==> src/sv/wemc_pkg.sv <==
// ----------------------------------------------------------------------------
// Windowed extreme/mean compare: shared definitions
// Widths, register indexes, mode codes and the types passed between modules.
// ----------------------------------------------------------------------------
package wemc_pkg;

   // store geometry and counter width
   localparam int WINDOW_DEPTH = 64;
   localparam int COUNT_WIDTH  = 20;

   // field widths
   localparam int TIME_W    = 31;
   localparam int VALUE_W   = 32;
   localparam int DEPTH_W   = $clog2(WINDOW_DEPTH);
   localparam int FILL_W    = $clog2(WINDOW_DEPTH + 1);
   localparam int SUM_W     = VALUE_W + DEPTH_W;
   localparam int PROD_W    = VALUE_W + FILL_W + 1;
   localparam int CSR_IDX_W = 2;
   localparam int CSR_DAT_W = 31;

   // register indexes
   localparam logic [CSR_IDX_W-1:0] CSR_COMPARE_MODE     = 2'd0;
   localparam logic [CSR_IDX_W-1:0] CSR_STATISTIC_SELECT = 2'd1;
   localparam logic [CSR_IDX_W-1:0] CSR_WINDOW_LENGTH    = 2'd2;

   // compare mode codes
   localparam logic CMP_GT = 1'b0;
   localparam logic CMP_LT = 1'b1;

   // statistic codes (the unused code acts as the mean)
   localparam logic [1:0] STAT_MAX  = 2'd0;
   localparam logic [1:0] STAT_MIN  = 2'd1;
   localparam logic [1:0] STAT_MEAN = 2'd2;

   // sequencer states
   typedef enum logic [1:0] {
      ST_IDLE,
      ST_SCAN,
      ST_MUL,
      ST_EVAL
   } state_type;

   // one stored sample
   typedef struct packed {
      logic        [TIME_W-1:0]  stamp;
      logic signed [VALUE_W-1:0] value;
   } entry_type;

   // chain movement: shift inserts at the head, rotate circulates the row
   typedef struct packed {
      logic shift;
      logic rotate;
   } chain_ctrl_type;

   // accumulator control
   typedef struct packed {
      logic clear;
      logic step;
      logic in_use;
   } acc_ctrl_type;

   // window statistics
   typedef struct packed {
      logic signed [VALUE_W-1:0] max_val;
      logic signed [VALUE_W-1:0] min_val;
      logic signed [SUM_W-1:0]   sum;
      logic        [FILL_W-1:0]  cnt;
   } stat_type;

endpackage

==> src/sv/wemc_cell.sv <==
// ----------------------------------------------------------------------------
// Window store cell
// Holds one sample; loads from the upstream neighbor on insert, from the
// downstream neighbor on rotate, and holds otherwise.
// ----------------------------------------------------------------------------
module wemc_cell import wemc_pkg::*; (
   input  logic           clock,
   input  chain_ctrl_type ctrl,
   input  entry_type      prev_entry,
   input  entry_type      next_entry,
   output entry_type      entry
);

   entry_type entry_ff;
   entry_type entry_in;

   // load select
   always_comb begin
      if (ctrl.shift) begin
         entry_in = prev_entry;
      end else if (ctrl.rotate) begin
         entry_in = next_entry;
      end else begin
         entry_in = entry_ff;
      end
   end

   // payload only, no reset
   always_ff @(posedge clock) begin
      entry_ff <= entry_in;
   end

   assign entry = entry_ff;

endmodule

==> src/sv/wemc_chain.sv <==
// ----------------------------------------------------------------------------
// Window store chain
// Row of cells, newest at cell 0. Insert pushes the row down and drops the
// last cell; rotate moves every entry one cell toward the head, wrapping
// cell 0 to the tail, so a full turn restores the order.
// ----------------------------------------------------------------------------
module wemc_chain import wemc_pkg::*; (
   input  logic           clock,
   input  chain_ctrl_type ctrl,
   input  entry_type      new_entry,
   output entry_type      head_entry,
   output entry_type      tail_entry
);

   entry_type cells [WINDOW_DEPTH];

   // cell row with neighbor wiring
   for (genvar i = 0; i < WINDOW_DEPTH; i++) begin : g_cell
      entry_type prev_entry;
      entry_type next_entry;

      if (i == 0) begin : g_head
         assign prev_entry = new_entry;
      end else begin : g_body
         assign prev_entry = cells[i-1];
      end

      if (i == WINDOW_DEPTH - 1) begin : g_tail
         assign next_entry = cells[0];
      end else begin : g_mid
         assign next_entry = cells[i+1];
      end

      wemc_cell u_cell (
         .clock      (clock),
         .ctrl       (ctrl),
         .prev_entry (prev_entry),
         .next_entry (next_entry),
         .entry      (cells[i])
      );
   end

   assign head_entry = cells[0];
   assign tail_entry = cells[WINDOW_DEPTH-1];

endmodule

==> config.mk <==
export PLATFORM = sky130hd
export DESIGN_NAME = wemc_chain
export DESIGN_NICKNAME = d
export VERILOG_FILES = /design/src/sv/wemc_pkg.sv /design/src/sv/wemc_cell.sv /design/src/sv/wemc_chain.sv
export SDC_FILE = /design/constraint.sdc
export NUM_CORES = 2
export LEC_CHECK = 0
export BUFFER_PORTS_ARGS = -buffer_cell sky130_fd_sc_hd__buf_2
export CORE_ASPECT_RATIO = 0.6
export CORE_MARGIN = 4
export CORE_UTILIZATION = 25
export DETAILED_ROUTE_END_ITERATION = 6
export PLACE_DENSITY = 0.43
export SETUP_SLACK_MARGIN = 0.1
export SLEW_MARGIN = 20
export SYNTH_ARGS = -nofsm -noshare
export SYNTH_HDL_FRONTEND = slang
export SYNTH_SLANG_ARGS = --single-unit
==> constraint.sdc <==
create_clock -name clock -period 71.7 [get_ports clock]
set_input_delay 10.755 -clock clock [delete_from_list [all_inputs] [get_ports clock]]
set_output_delay 10.755 -clock clock [all_outputs]
set_load 0.01 [all_outputs]
==> impl_results.md <==
- Worst path max stage delay: a little over 0.9 ns
- Grt ovf: 0
- CP most frequent cell: buf_4
- Power Total: ~6.1 mW
- Num Clock Sinks: roughly 4.0k
- Finished Core Util: about 28%
- Crit end category: flip-flop
- Post-route cell area: ~190000 µm²
- Fill count: 67.0k
- TNS Setup: 0 ns
- Met2 WL post-DR: 128000 µm
- Status: finished clean
- Largest net degree at the start of global routing: 189
- Die height: approximately 650 µm
- Fmax: around 61 MHz
- Largest register FFs: between 4k and 5k
- CTS Buf Count: 443
- Cells after Synth: ~8.5k
- Pwr/cell area: roughly 32 nW/µm²
- Gr usage total: under 10%
- DR iter-0 viols: between 5k and 6k
- Leakage power total: about 65 nW
- Reg area: around 120000 µm²
- Number of global-route vias before repair: between 70k and 80k
- Global placement routability congestion: 0.703
- Fin crit share: around 23%
- DR DRC count: 0
- CTS max path bufs: 4
- Clk Latency, worst-skew pair: approximately 0.96 ns
- Layout cell share with drive strength beyond 1: around 53%
- Req. time, crit path: ~72 ns
- Count of different cell masters after synthesis: 6
- Synth-to-Final Area Change: 13.0%
- Ports: approximately 190
- Detail Placement HPWL: ~190000 µm
- # Max-Cap Violations: 0
- First-pass GRT wire length: about 470000 µm
- Worst vdd ir: ~0.022 mV
- DIE AREA: ~700000 µm²
- IO Port Bufs: between 150 and 200
- Initial Utilization: between 20% and 30%
- Pre-Repair DR Iteration Count: 5
- Setup CP Type: primary input to flip-flop
- Initial antenna violation count: between 40 and 50
- RSZ-0062 raised after global routing: no
- Final clock skew: approximately 0.036 ns
- Metal3 WL: 14000 µm
- Critical path cell sequence: buf_12 > or2_4 > buf_12 > buf_4 > buf_4 > buf_4 > buf_4 > buf_4
- Multi-input gate area: ~45000 µm²
- CTS tree: yes
- Slew margin rel.: between 20 and 30%
- Post-CTS resize count: 0
- Syn avg cell area: roughly 20 µm²
- WL met1: approximately 160000 µm
- Crit Path Max Fanout: between 150 and 200
- Post-CTS Repair Setup Buffers: 0
- CTS Hold Buffers Added: 0
- Final WL: between 300000 and 400000 µm
- Wire length per cell: 16.8 µm
- Slowest stage cell on the critical path: buf_4
- Final Hold Viols: 0
- Worst slew pin tran: 1.07 ns
- Minimum clock period: between 15 and 20 ns
- Worst Path Arrival: around 17 ns
- Vias: ~74k
- Hold crit path type: flip-flop to flip-flop
- Commonest non-fill, non-tap cells in the layout: 4032 x mux2_2, 4032 x edfxtp_1, 446 x clkbuf_16, 190 x buf_2, 122 x clkinv_1
- Synth Cell Area: 171000 µm²
- Vias per Instance: between 4 and 5
- Crit start category: primary input
- Std-Cell Core Area: around 700000 µm²
- Number of H-tree levels: 5
- Ys Warns: 0
- Final setup violation count: 0
- Max-slew violations: 0
- Antenna-violating nets left: 0
- Row cnt: 235
- Post-DP Area: 180000 µm²
- Nets: approximately 8.9k
- Max Used Layer: met5
- Clock Pin Slew Worst Setup and Hold Paths: ~0.060 ns
- Syn nets: 8579
- Yosys reg bits: around 4k
- Seq/Total Area, Yosys: 70.8%
- Die Wd: 1080 µm
- CTS root buffer: clkbuf_16
==> stage by stage <==
step	hold WS, ns	cells	worst slack (ns)
6_report	0.549	18300	55.23
5_1_grt	0.556	18300	54.72
4_1_cts	0.548	18300	55.05
3_5_place_dp	0.557	17500	53.88
3_3_place_gp	0.556	17500	54.27
2_1_floorplan	0.546	8513	10.21
==> Yosys cell counts <==
| cell | number | area (µm²) |
|---|---|---|
| or2_2 | 1 | 6.26 |
| buf_2 | 72 | 360 |
| edfxtp_1 | 4032 | 121000 |
| buf_6 | 375 | 4220 |
| mux2_2 | 4032 | 45400 |
| buf_4 | 1 | 7.51 |
==> path summary, 6_finish.rpt <==
| check | start | to | slack, ns | depth (start not counted) |
|---|---|---|---|---|
| setup / recovery | ctrl[1] | g_cell[20].u_cell.entry[22] | 55.23 | 8 |
| hold / removal | g_cell[43].u_cell.entry[17] | g_cell[44].u_cell.entry[17] | 0.55 | 1 |
| setup reg to reg | g_cell[0].u_cell.entry[33] | g_cell[1].u_cell.entry[33] | 70.22 | 1 |
| hold reg to reg | g_cell[43].u_cell.entry[17] | g_cell[44].u_cell.entry[17] | 0.55 | 1 |
==> power by group <==
| part | switching [mW] | internal [mW] | leakage [nW] | total, mW |
|---|---|---|---|---|
| clock | 0.923 | 1.21 | 6.57 | 2.14 |
| combinational | 0.223 | 0.368 | 17.3 | 0.591 |
| sequential | 0.247 | 3.16 | 41.3 | 3.41 |
==> final cells by class <==
class	count	share of cell area, %
Sequential cell	4032	62.6
Multi-Input combinational cell	4033	23.5
Clock buffer	564	6.00
Tap cell	9124	5.90
Timing Repair Buffer	292	1.00
Clock inverter	237	0.960
Antenna cell	16	0.0207
==> cells by family (layout without fill, tap and decap cells) <==
logic type | after synthesis | count (layout) | share of synthesized area (%)
multiplexers | 4032 | 4032 | 26.5
flip-flops | 4032 | 4032 | 70.8
buffers and inverters | 448 | 1093 | 2.68
AND/OR/NAND/NOR | 1 | 1 | 0.00366
other | 0 | 16 | 0
==> metal layers <==
metal	vias up	global-route usage [%]
li1	34700	-
met1	37900	12.6
met2	1055	11.9
met3	578	1.69
met4	4	2.57
met5	-	0
==> critical path, delay by kind of cell <==
kind          cells  cell delay [ns]
buf+inv           7             5.00
simple gates      1             0.80
Note: power is estimated with default switching activity, not from simulation.
