`src/sv/wemc_pkg.sv`:
```
// ----------------------------------------------------------------------------
// Windowed extreme/mean compare: shared definitions
// Widths, register indexes, mode codes and the types passed between modules.
// ----------------------------------------------------------------------------
package wemc_pkg;

   // store geometry and counter width
   localparam int WINDOW_DEPTH = 64;
   localparam int COUNT_WIDTH  = 20;

   // field widths
   localparam int TIME_W    = 31;
   localparam int VALUE_W   = 32;
   localparam int DEPTH_W   = $clog2(WINDOW_DEPTH);
   localparam int FILL_W    = $clog2(WINDOW_DEPTH + 1);
   localparam int SUM_W     = VALUE_W + DEPTH_W;
   localparam int PROD_W    = VALUE_W + FILL_W + 1;
   localparam int CSR_IDX_W = 2;
   localparam int CSR_DAT_W = 31;

   // register indexes
   localparam logic [CSR_IDX_W-1:0] CSR_COMPARE_MODE     = 2'd0;
   localparam logic [CSR_IDX_W-1:0] CSR_STATISTIC_SELECT = 2'd1;
   localparam logic [CSR_IDX_W-1:0] CSR_WINDOW_LENGTH    = 2'd2;

   // compare mode codes
   localparam logic CMP_GT = 1'b0;
   localparam logic CMP_LT = 1'b1;

   // statistic codes (the unused code acts as the mean)
   localparam logic [1:0] STAT_MAX  = 2'd0;
   localparam logic [1:0] STAT_MIN  = 2'd1;
   localparam logic [1:0] STAT_MEAN = 2'd2;

   // sequencer states
   typedef enum logic [1:0] {
      ST_IDLE,
      ST_SCAN,
      ST_MUL,
      ST_EVAL
   } state_type;

   // one stored sample
   typedef struct packed {
      logic        [TIME_W-1:0]  stamp;
      logic signed [VALUE_W-1:0] value;
   } entry_type;

   // chain movement: shift inserts at the head, rotate circulates the row
   typedef struct packed {
      logic shift;
      logic rotate;
   } chain_ctrl_type;

   // accumulator control
   typedef struct packed {
      logic clear;
      logic step;
      logic in_use;
   } acc_ctrl_type;

   // window statistics
   typedef struct packed {
      logic signed [VALUE_W-1:0] max_val;
      logic signed [VALUE_W-1:0] min_val;
      logic signed [SUM_W-1:0]   sum;
      logic        [FILL_W-1:0]  cnt;
   } stat_type;

endpackage

```
`src/sv/wemc_accum.sv`:
```
// ----------------------------------------------------------------------------
// Window statistics accumulator
// Looks at the head cell once per scan step and folds in-window entries into
// running maximum, minimum, sum and count.
// ----------------------------------------------------------------------------
module wemc_accum import wemc_pkg::*; (
   input  logic               clock,
   input  acc_ctrl_type       ctrl,
   input  entry_type          head_entry,
   input  logic [TIME_W-1:0]  sample_time,
   input  logic [TIME_W-1:0]  window_length,
   output stat_type           stat
);

   stat_type stat_ff;
   stat_type stat_in;
   logic     in_window;
   logic     take;

   // window start below zero admits every stored sample
   assign in_window = (sample_time < window_length) ||
                      (head_entry.stamp >= (sample_time - window_length));
   assign take      = ctrl.step && ctrl.in_use && in_window;

   // fold one entry
   always_comb begin
      stat_in = stat_ff;
      if (ctrl.clear) begin
         stat_in.cnt = '0;
         stat_in.sum = '0;
      end else if (take) begin
         if ((stat_ff.cnt == '0) || (head_entry.value > stat_ff.max_val)) begin
            stat_in.max_val = head_entry.value;
         end
         if ((stat_ff.cnt == '0) || (head_entry.value < stat_ff.min_val)) begin
            stat_in.min_val = head_entry.value;
         end
         stat_in.sum = stat_ff.sum + SUM_W'(head_entry.value);
         stat_in.cnt = stat_ff.cnt + 1'b1;
      end
   end

   always_ff @(posedge clock) begin
      stat_ff <= stat_in;
   end

   assign stat = stat_ff;

endmodule

```
`config.mk`:
```
export PLATFORM = sky130hd
export DESIGN_NAME = wemc_accum
export DESIGN_NICKNAME = d
export VERILOG_FILES = /design/src/sv/wemc_pkg.sv /design/src/sv/wemc_accum.sv
export SDC_FILE = /design/constraint.sdc
export NUM_CORES = 1
export LEC_CHECK = 0
export BUFFER_PORTS_ARGS = -buffer_cell sky130_fd_sc_hd__buf_4
export CAP_MARGIN = 20
export CORE_MARGIN = 2
export CORE_UTILIZATION = 45
export CTS_CLUSTER_DIAMETER = 60
export CTS_CLUSTER_SIZE = 14
export DETAILED_ROUTE_END_ITERATION = 12
export GPL_ROUTABILITY_DRIVEN = 0
export PLACE_DENSITY = 0.77
export SLEW_MARGIN = 20
export SYNTH_ARGS = -nofsm -noshare
export SYNTH_HDL_FRONTEND = slang
export SYNTH_SLANG_ARGS = --single-unit
```
`constraint.sdc`:
```
create_clock -name clock -period 11.87 [get_ports clock]
set_clock_uncertainty 0.1 [all_clocks]
set_input_delay 1.7805 -clock clock [delete_from_list [all_inputs] [get_ports clock]]
set_output_delay 1.7805 -clock clock [all_outputs]
set_load 0.01 [all_outputs]
```
==> run_results.csv, run 1 <==
group,metric,value,unit
placed_design,pre_cts_ws,3.78,ns
route,first_iter_violations,430,
global_routing,grt_max_degree,41,
die,io_pins,238,
die,coreArea,20900,um2
synthesis,synth.distinct_cells,61,
global_routing,gr-max-usage-layer,"met2",
cts,htreeDepth,3,
sta,worst_slew_margin_rel,35.9,%
critical_path,r2r-end,"stat[53]",
synthesis,syn_inst,1084,
sta,tightest_slew,0.961,ns
status,outcome,"completed",
power_and_ir_drop,irDropWorstVdd,0.0583,mV
cts,cts_tree,"yes",
critical_path,r2r_slack,8.55,ns
finish,antenna_cells,0,
sta,finalWorstSetupSlack,4.20,ns
die,die_w,149,um
cts,clk-insertion-delay-late,0.35,ns
cts,clockBufferDepth,2,
route,vias,8655,
sta,drv_slew,0,
placed_design,port_buffers,237,
global_routing,track_usage,22.1,%
worst_hold_path,holdCritStartpoint,"stat[39]",
die,rows,53,
critical_path,critPathKind,"in2reg",
synthesis,syn_area_per_cell,8.77,um2
critical_path,worstReg2RegStart,"stat[46]",
synthesis,ys_ff_latch,109,
cts,cts-resized-gates,0,
synthesis,syn_nets,1379,
critical_path,reg2reg_depth,11,
sta,finalCriticalPeriod,7.67,ns
power_and_ir_drop,leakage,5.89,nW
finish,layout.nets,1610,
global_routing,grt_pass1_vias,8538,
global_routing,grt_use_met3,4.19,%
die,die_y,149,um
cts,root_buffer,"clkbuf_16",
sta,max_freq,0.130,GHz
synthesis,synth_edf_count,64,
die,die_area,22300,um2
global_routing,antenna_found_initial,0,
finish,largest_reg_flops,109,
power_and_ir_drop,powerDensity,107,nW/um2
sta,finalSetupViolCount,0,
run,maxCapViolations,0,
finish,syn_to_final_growth,25.0,%
finish,num-fill-cells,1900,
sta,hold_viol,0,
sta,min_period_over_period,64.6,%
cts,ctsHoldBuffers,0,
worst_hold_path,hold_depth,2,
route,first_pass_iters,5,
critical_path,cp_max_fo,38,
critical_path,cp.arrival,7.57,ns
global_routing,grt_pass1_wl,40000,um
sta,tns,0,ns
cts,post_cts_buffers,0,
placed_design,dp_hpwl,19900,um
route,detail_route.wl_per_cell,15.3,um
cts,cts.sinks,109,
synthesis,synthFlopType,"edfxtp_1",
critical_path,required,11.77,ns
cts,cts_made_buffers,9,
synthesis,synth_sequential_area_ratio,29.7,%
synthesis,netlist_area,9510,um2
sta,rsz0062_at_grt,"false",
worst_hold_path,hold_path.class,"reg2reg",
cts,cts.clk_slew.worst_paths,0.07,ns
finish,layout-drive-gt1-share,20.2,%
critical_path,cp-end-kind,"register",
route,via_per_inst,5.43,
synthesis,async_flop_share,0,%
worst_hold_path,holdPathEnd,"stat[39]",
route,drc_errors,0,
critical_path,worstSetupStartpointType,"input port",
die,initial_utilization,45.5,%
route,drt_wl_total,24500,um
route,drtAntennaViolNets,0,
global_routing,use_met2,38.6,%
global_routing,grtUsageMet1,27.4,%
global_routing,grt_remaining_overflow,0,
synthesis,ys_warn_count,0,
## cells in the mapped netlist (5+ instances only)
master / number / share of area (%)
nand3_1: 21 / 1.1
o211ai_1: 8 / 0.63
xor2_1: 27 / 2.5
nand4_1: 20 / 1.3
inv_1: 124 / 4.9
nor2_1: 75 / 3.0
o21ai_0: 44 / 2.3
dfxtp_1: 45 / 9.5
nor3_1: 13 / 0.68
and4_1: 5 / 0.46
a21oi_1: 103 / 5.4
nand2_1: 68 / 2.7
o21a_1: 12 / 0.95
and3_1: 14 / 0.92
edfxtp_1: 64 / 20
or3_1: 7 / 0.46
nand2b_1: 16 / 1.1
o21ai_1: 17 / 0.90
mux2i_1: 21 / 2.2
a31oi_1: 16 / 1.1
xnor2_1: 35 / 3.2
clkbuf_1: 15 / 0.59
buf_2: 5 / 0.26
o21bai_1: 5 / 0.39
a211oi_1: 14 / 1.1
o31ai_1: 5 / 0.39
nor2b_1: 13 / 0.86
ha_1: 164 / 22
a21o_1: 51 / 4.0
and2_1: 8 / 0.53
## kinds of logic (layout without fill, tap and decap cells)
kind of cell | after synthesis | after routing | share of synthesized area [%]
XOR/XNOR | 62 | 62 | 5.71
flip-flops | 109 | 109 | 29.7
multiplexers | 21 | 21 | 2.21
adder cells (fa/ha/maj) | 166 | 166 | 22.0
AO/OA/AOI/OAI | 311 | 311 | 20.7
AND/OR/NAND/NOR | 271 | 271 | 13.9
buffers and inverters | 144 | 380 | 5.75
## worst max-delay path, cell delays in order
cell	delay, ns
buf_4	0.08
inv_1	0.03
ha_1	0.21
fa_1	0.41
nor2b_1	0.15
o31ai_1	0.11
a22o_1	0.27
o21ai_1	0.21
a21oi_1	0.13
a21oi_1	0.33
a311oi_1	0.25
o311ai_1	0.36
xnor2_1	0.11
ha_1	0.29
nand4_1	0.11
a2111o_1	0.35
a31oi_1	0.24
a211o_2	0.78
nand2_1	0.54
a221oi_4	0.32
buf_4	0.45
## how the worst max path moves through the flow
| stage | to | cells after the start | slack, ns | from |
|---|---|---|---|---|
| CTS | stat[92] | 21 | 4.15 | sample_time[0] |
| floorplan | stat[45] | 20 | 3.41 | sample_time[0] |
| global route | stat[92] | 21 | 3.60 | sample_time[0] |
| global placement | stat[45] | 21 | 3.93 | sample_time[0] |
| detailed placement | stat[86] | 21 | 3.78 | sample_time[0] |
| finish | stat[89] | 21 | 4.20 | sample_time[0] |
## where the power goes
group | leakage (nW) | switching, W | total (W) | internal, W
clock network | 0.125 | 0.000135 | 0.000284 | 0.000149
logic | 4.81 | 0.000288 | 0.000530 | 0.000243
registers | 0.954 | 0.0000247 | 0.000460 | 0.000435
## metal layers
metal | wire length [um] | vias to the layer above
met5 | 0 | -
li1 | - | 4402
met3 | 1580 | 38
met2 | 11600 | 277
met1 | 10600 | 3938
met4 | 636 | 0
## final cells by class
class	instances	area [um2]	area share, %
tap	275	344	2.90
clock buffer	12	246	2.07
multi-input combinational	831	6170	51.9
sequential	109	2820	23.8
inverter	124	465	3.92
clock inverter	4	31.3	0.263
timing repair buffer	240	1800	15.2
## metrics by stage
stage	cell area, um2	utilization (%)	total power (W)	instances	hold WS, ns
detailed placement	11600	55.6	0.000995	1579	0.364
CTS	11900	56.9	0.00128	1595	0.374
floorplan	9510	-	0.000817	1084	0.385
global placement	11600	55.6	0.000981	1579	0.360
global route	11900	56.9	0.00137	1595	0.400
finish	11900	56.9	0.00127	1595	0.371
## layout by cell type, fill, tap and decap left out, types with 7 or more instances in the layout
cell         n
nand2_1     68
a21o_1      51
and2_1       8
nor3_1      13
dfxtp_1     45
nand3_1     21
xor2_1      27
nand2b_1    16
nor2_1      75
or3_1        7
a211oi_1    12
nor2b_1     13
a21oi_1    103
mux2i_1     21
xnor2_1     35
edfxtp_1    64
o21ai_1     17
and3_1      14
nand4_1     20
clkbuf_16    9
o211ai_1     8
buf_4      240
o21ai_0     44
a31oi_1     16
ha_1       164
inv_1      124
o21a_1      12
(Power assumes the default switching activity.)
==> inputs of run 2 (changes only) <==
--- a/config.mk
+++ b/config.mk
@@ -5,6 +5,7 @@
 export SDC_FILE = /design/constraint.sdc
 export NUM_CORES = 1
 export LEC_CHECK = 0
+export ABC_AREA = 1
 export BUFFER_PORTS_ARGS = -buffer_cell sky130_fd_sc_hd__buf_4
 export CAP_MARGIN = 20
 export CORE_MARGIN = 2
@@ -13,7 +14,7 @@
 export CTS_CLUSTER_SIZE = 14
 export DETAILED_ROUTE_END_ITERATION = 12
 export GPL_ROUTABILITY_DRIVEN = 0
-export PLACE_DENSITY = 0.77
+export PLACE_DENSITY = 0.76
 export SLEW_MARGIN = 20
 export SYNTH_ARGS = -nofsm -noshare
 export SYNTH_HDL_FRONTEND = slang
==> constraint.sdc (replaced) <==
create_clock -name clock -period 7.65 [get_ports clock]
set_clock_uncertainty 0.1 [all_clocks]
set_input_delay 1.1475 -clock clock [delete_from_list [all_inputs] [get_ports clock]]
set_output_delay 1.1475 -clock clock [all_outputs]
set_load 0.01 [all_outputs]
==> run 2 against run 1 <==
Against the previous run: register-to-register slack worse by 4.1 ns; critical path depth up 3; design area up 10%; combinational power up 44%; area after synthesis up 12%; sequential share of layout area down 2.2 points; sequential power up 49%; largest cell class unchanged; highest routed layer unchanged.
==> run_results.csv, run 2 <==
group,metric,value,unit
status,outcome,"completed",
critical_path,startpoint,"sample_time[0]",
finish,final_cell_mix,"nand2_1, inv_1, buf_4, ha_1, a21oi_1",
sta,worst_slew_margin_rel,31.2,%
synthesis,netlist_area,10700,um2
sta,max_freq,0.169,GHz
synthesis,async_flop_share,0,%
critical_path,cp.arrival,5.80,ns
synthesis,syn_area_per_cell,6.83,um2
finish,register_area,2820,um2
critical_path,cp-end-kind,"register",
route,drtAntennaViolNets,0,
cts,cts-resized-gates,0,
route,vias,10800,
worst_hold_path,holdCritStartpoint,"stat[7]",
critical_path,required,7.53,ns
critical_path,critPathKind,"in2reg",
synthesis,syn_nets,1859,
die,coreArea,23400,um2
worst_hold_path,hold_path.class,"reg2reg",
cts,cts.sinks,109,
synthesis,yosys.area.top_type,"ha_1",
global_routing,grt_pass1_vias,10500,
die,die_w,158,um
cts,cts_made_buffers,9,
synthesis,synthFlopType,"edfxtp_1",
cts,clk-insertion-delay-late,0.36,ns
critical_path,worstSetupStartpointType,"input port",
sta,min_period_over_period,77.4,%
route,first_pass_iters,7,
finish,layout-drive-gt1-share,15.0,%
finish,antenna_cells,0,
global_routing,antenna_found_initial,0,
die,die_area,25000,um2
route,drt_wl_total,29600,um
route,first_iter_violations,590,
synthesis,netlist.area_leader.share,19.2,%
sta,tightest_slew,1.03,ns
cts,cts.clk_slew.worst_paths,0.07,ns
cts,root_buffer,"clkbuf_16",
finish,multi_input_area,6780,um2
critical_path,cp_max_fo,38,
critical_path,worstReg2RegStart,"stat[108]",
placed_design,port_buffers,237,
synthesis,netlist_top_cells_count,"nand2_1, inv_1, ha_1, a21oi_1, nor2_1",
synthesis,ys_warn_count,0,
cts,htreeDepth,3,
synthesis,yosys.cell_count.top_type,"nand2_1",
finish,final_common_cell,"nand2_1",
cts,ctsHoldBuffers,0,
synthesis,synth.area.top_cells,"ha_1, edfxtp_1, nand2_1",
sta,hold_viol,0,
sta,drv_slew,0,
global_routing,grt_remaining_overflow,0,
synthesis,synth.distinct_cells,38,
route,detail_route.wl_per_cell,14.0,um
synthesis,syn_inst,1564,
route,drc_errors,0,
sta,tns,0,ns
finish,largest_reg_flops,109,
sta,rsz0062_at_grt,"false",
die,initial_utilization,45.6,%
sta,finalSetupViolCount,0,
die,rows,56,
finish,syn_to_final_growth,22.4,%
route,via_per_inst,5.08,
sta,finalCriticalPeriod,5.92,ns
cts,clockBufferDepth,2,
cts,cts_tree,"yes",
global_routing,grt_pass1_wl,48000,um
placed_design,dp_hpwl,24400,um
global_routing,track_usage,23.9,%
power_and_ir_drop,irDropWorstVdd,0.110,mV
finish,final_util,55.9,%
synthesis,synth_sequential_area_ratio,26.4,%
power_and_ir_drop,powerDensity,149,nW/um2
sta,timing.hold.ws,0.386,ns
synthesis,synth_edf_count,64,
finish,num-fill-cells,2234,
global_routing,grt_max_degree,53,
die,io_pins,238,
die,die_y,158,um
synthesis,ys_ff_latch,109,
finish,layout.nets,2091,
cts,post_cts_buffers,0,
power_and_ir_drop,leakage,6.95,nW
run,maxCapViolations,0,
[run 2: cell types whose count changed in the layout (fill, tap and decap cells not counted), sizes merged, moves of 46 or more]
| cell | previous run | this run |
|---|---|---|
| nand3 | 21 | 84 |
| inv | 125 | 264 |
| nand2 | 68 | 455 |
| a21o | 51 | 5 |
| nor2 | 75 | 144 |
| a21oi | 106 | 166 |
[run 2: power by group]
group / total, W / internal [W] / switching [W]
Combinational: 0.000764 / 0.000308 / 0.000456
Sequential: 0.000685 / 0.000657 / 0.0000277
Clock: 0.000497 / 0.000268 / 0.000230
[run 2: final cells by class]
class / instances / share of cell area [%]
multi-input combinational: 1177 / 51.8
timing repair buffer: 238 / 13.7
tap: 319 / 3.05
inverter: 261 / 7.49
clock buffer: 11 / 1.86
clock inverter: 5 / 0.498
sequential: 109 / 21.6
[run 2: cells by family after synthesis]
group | synth area share, %
simple gates | 28.3
flops | 26.4
buf+inv | 10.3
xor+xnor | 3.77
compound gates | 11.6
fa+ha+maj | 19.6
[run 2: final timing paths]
kind / end / slack, ns / cells after the start
max: stat[86] / 1.73 / 24
max reg2reg: stat[86] / 4.43 / 12
min: stat[7] / 0.39 / 2
min reg2reg: stat[7] / 0.39 / 2
[run 2: critical path, stage by stage]
cell,delay [ns]
buf_4,0.07
inv_1,0.03
ha_1,0.22
fa_1,0.41
nand3b_1,0.18
nand2_1,0.12
a21oi_1,0.13
o21ai_0,0.43
nand2_1,0.09
nand2_1,0.16
nand3_1,0.11
nand3_1,0.08
nand2_1,0.06
ha_1,0.28
nand2_1,0.05
nor2_1,0.12
nand2_1,0.09
nor2_1,0.16
nand2_1,0.07
nand2_1,0.07
nor2_1,0.06
nand3_4,0.40
nand3_1,0.35
a21oi_4,0.89
[run 2: through the flow]
stage               cell area (um2)  instances  worst slack [ns]  power [W]
floorplan                     10700       1564              1.53    0.00121
global placement              12800       2104              1.55    0.00143
detailed placement            12800       2104              1.35    0.00146
CTS                           13100       2120              1.70    0.00195
global route                  13100       2120              1.22    0.00209
finish                        13100       2120              1.73    0.00195
[run 2: layer usage]
metal	part of all wire (%)	global-route usage, %	vias to the layer above	routed length [um]
li1	-	-	5542	-
met1	42	28.4	4788	12400
met2	47	42.4	367	14000
met3	7.5	4.38	65	2210
met4	3.2	9.40	0	942
met5	0	0	-	0
==> inputs of run 3 (changes only) <==
--- a/config.mk
+++ b/config.mk
@@ -5,7 +5,7 @@
 export SDC_FILE = /design/constraint.sdc
 export NUM_CORES = 1
 export LEC_CHECK = 0
-export ABC_AREA = 1
+export ABC_AREA = 0
 export BUFFER_PORTS_ARGS = -buffer_cell sky130_fd_sc_hd__buf_4
 export CAP_MARGIN = 20
 export CORE_MARGIN = 2
@@ -14,7 +14,7 @@
 export CTS_CLUSTER_SIZE = 14
 export DETAILED_ROUTE_END_ITERATION = 12
 export GPL_ROUTABILITY_DRIVEN = 0
-export PLACE_DENSITY = 0.76
+export PLACE_DENSITY = 0.77
 export SLEW_MARGIN = 20
 export SYNTH_ARGS = -nofsm -noshare
 export SYNTH_HDL_FRONTEND = slang
==> constraint.sdc (replaced) <==
create_clock -name clock -period 5.51 [get_ports clock]
set_clock_uncertainty 0.1 [all_clocks]
set_input_delay 0.8265 -clock clock [delete_from_list [all_inputs] [get_ports clock]]
set_output_delay 0.8265 -clock clock [all_outputs]
set_load 0.01 [all_outputs]
==> run 3 against run 2 <==
Against the previous run: sequential share of layout area rose by 1.9 points; die area is 11% lower; flip-flop and latch count unchanged; power rose by 43%; final cell count down 24%; hold slack got worse by 0.017 ns; critical path depth fell by 4; register-to-register slack worse by 2.2 ns; sequential power grew 45%; count of clock-buffer cells in the layout rose by 1.
==> run_results.csv, run 3 (same netlist as run 1, synthesis figures left out) <==
group,metric,value,unit
status,outcome,"completed",
sta,finalCriticalPeriod,5.13,ns
sta,hold_viol,0,
die,die_y,149,um
die,coreArea,20900,um2
critical_path,worstReg2RegStart,"stat[108]",
die,die_w,149,um
cts,cts-resized-gates,0,
die,die_area,22300,um2
cts,htreeDepth,3,
cts,cts_made_buffers,9,
finish,antenna_cells,0,
sta,max_freq,0.195,GHz
critical_path,cpPeakStageDelay,0.37,ns
finish,layout.nets,1617,
critical_path,cp_top_family,"compound AO/OA/AOI/OAI gates",
power_and_ir_drop,powerDensity,232,nW/um2
critical_path,crit_chain,"buf_4 > ha_2 > fa_2 > nor2b_2 > o31ai_2 > a22o_1 > o21ai_2 > a21oi_2 > a21oi_2 > a311oi_4 > o311ai_1 > xnor2_1 > ha_1 > nand4_1 > a2111o_1 > a31oi_1 > a211o_2 > nand2_8 > a221oi_4 > buf_4",
finish,final_cell_mix,"buf_4, ha_1, inv_1, a21oi_1, nor2_1",
power_and_ir_drop,p_total,0.00279,W
critical_path,path_buf_inv,2,
sta,finalSetupViolCount,0,
sta,drv_slew,0,
cts,cts.sinks,109,
critical_path,cp_max_fo,16,
cts,cts.clk_slew.worst_paths,0.07,ns
finish,final_common_cell,"buf_4",
placed_design,port_buffers,237,
run,maxCapViolations,0,
global_routing,grt_pass1_vias,8306,
finish,num-fill-cells,1825,
critical_path,critPathSlowestCell,"fa_2",
sta,rsz0062_at_grt,"false",
cts,clk-insertion-delay-late,0.35,ns
worst_hold_path,hold_depth,2,
worst_hold_path,hold_path.class,"reg2reg",
route,first_pass_iters,6,
worst_hold_path,holdPathEnd,"stat[37]",
sta,min_period_over_period,93.0,%
power_and_ir_drop,leakage,5.95,nW
global_routing,grt_max_degree,41,
cts,cts_tree,"yes",
route,drc_errors,0,
global_routing,track_usage,22.2,%
finish,syn_to_final_growth,26.4,%
route,via_per_inst,5.43,
critical_path,cp-end-kind,"register",
global_routing,antenna_found_initial,0,
finish,layout-drive-gt1-share,21.3,%
route,drtAntennaViolNets,0,
die,io_pins,238,
global_routing,grt_remaining_overflow,0,
global_routing,grt_pass1_wl,39800,um
critical_path,cp.arrival,5.07,ns
cts,clockBufferDepth,2,
route,first_iter_violations,333,
finish,largest_reg_flops,109,
critical_path,critPathKind,"in2reg",
sta,tns,0,ns
route,vias,8706,
die,rows,53,
cts,ctsHoldBuffers,0,
die,initial_utilization,45.5,%
cts,root_buffer,"clkbuf_16",
sta,worst_slew_margin_rel,67.2,%
route,detail_route.wl_per_cell,15.5,um
critical_path,worstSetupStartpointType,"input port",
route,drt_wl_total,24800,um
critical_path,r2r-end,"stat[94]",
cts,post_cts_buffers,0,
critical_path,required,5.45,ns
sta,tightest_slew,0.486,ns
worst_hold_path,holdCritStartpoint,"stat[37]",
power_and_ir_drop,irDropWorstVdd,0.118,mV
critical_path,reg2reg_depth,10,
critical_path,path_depth,20,
placed_design,dp_hpwl,20400,um
sta,finalWorstSetupSlack,0.383,ns
placed_design,pre_cts_ws,0.0159,ns
critical_path,r2r_slack,2.19,ns
run 3: cell type report:
class | count | area [um2] | share of cell area, %
Clock buffer | 12 | 236 | 1.97
Clock inverter | 4 | 48.8 | 0.406
Inverter | 124 | 465 | 3.87
Multi-Input combinational cell | 831 | 6230 | 51.8
Sequential cell | 109 | 2820 | 23.5
Tap cell | 275 | 344 | 2.86
Timing Repair Buffer | 247 | 1870 | 15.6
run 3: metrics by stage:
stage | util, % | cells | cell area [um2] | hold WS, ns
2_1_floorplan | - | 1084 | 9590 | 0.385
3_3_place_gp | 56.1 | 1586 | 11700 | 0.365
3_5_place_dp | 56.1 | 1586 | 11700 | 0.367
4_1_cts | 57.5 | 1602 | 12000 | 0.377
5_1_grt | 57.5 | 1602 | 12000 | 0.424
6_report | 57.5 | 1602 | 12000 | 0.369
run 3: worst max path at each step:
| stage | from | endpoint | slack, ns |
|---|---|---|---|
| after floorplan | sample_time[0] | stat[45] | 0.006 |
| after global routing | window_length[0] | stat[95] | 0.03 |
| final | window_length[0] | stat[94] | 0.38 |
| after global placement | window_length[0] | stat[4] | 0.10 |
| after CTS | sample_time[2] | stat[6] | 0.39 |
| after detailed placement | window_length[0] | stat[6] | 0.02 |
run 3: worst min-delay path: stages (launching register included):
cell and delay [ns]:
dfxtp_1 0.33, nand2_1 0.05, o21ai_1 0.05
run 3: routing by layer:
layer  global-route usage (%)  routed length (um)  part of all wire [%]  up-vias
met5                        0                   0                     0        -
met4                     7.48                 660                   2.7        0
met3                     4.62                1640                   6.6       35
met2                     39.0               11900                    48      261
met1                     26.9               10600                    43     3997
li1                         -                   -                     -     4413
run 3: report_power, final:
part | internal [W] | total (W) | leakage (nW) | switching (W)
Combinational | 0.000534 | 0.00116 | 4.85 | 0.000629
Clock | 0.000353 | 0.000640 | 0.141 | 0.000286
Sequential | 0.000938 | 0.000990 | 0.954 | 0.0000524
Total | 0.00183 | 0.00279 | 5.95 | 0.000967
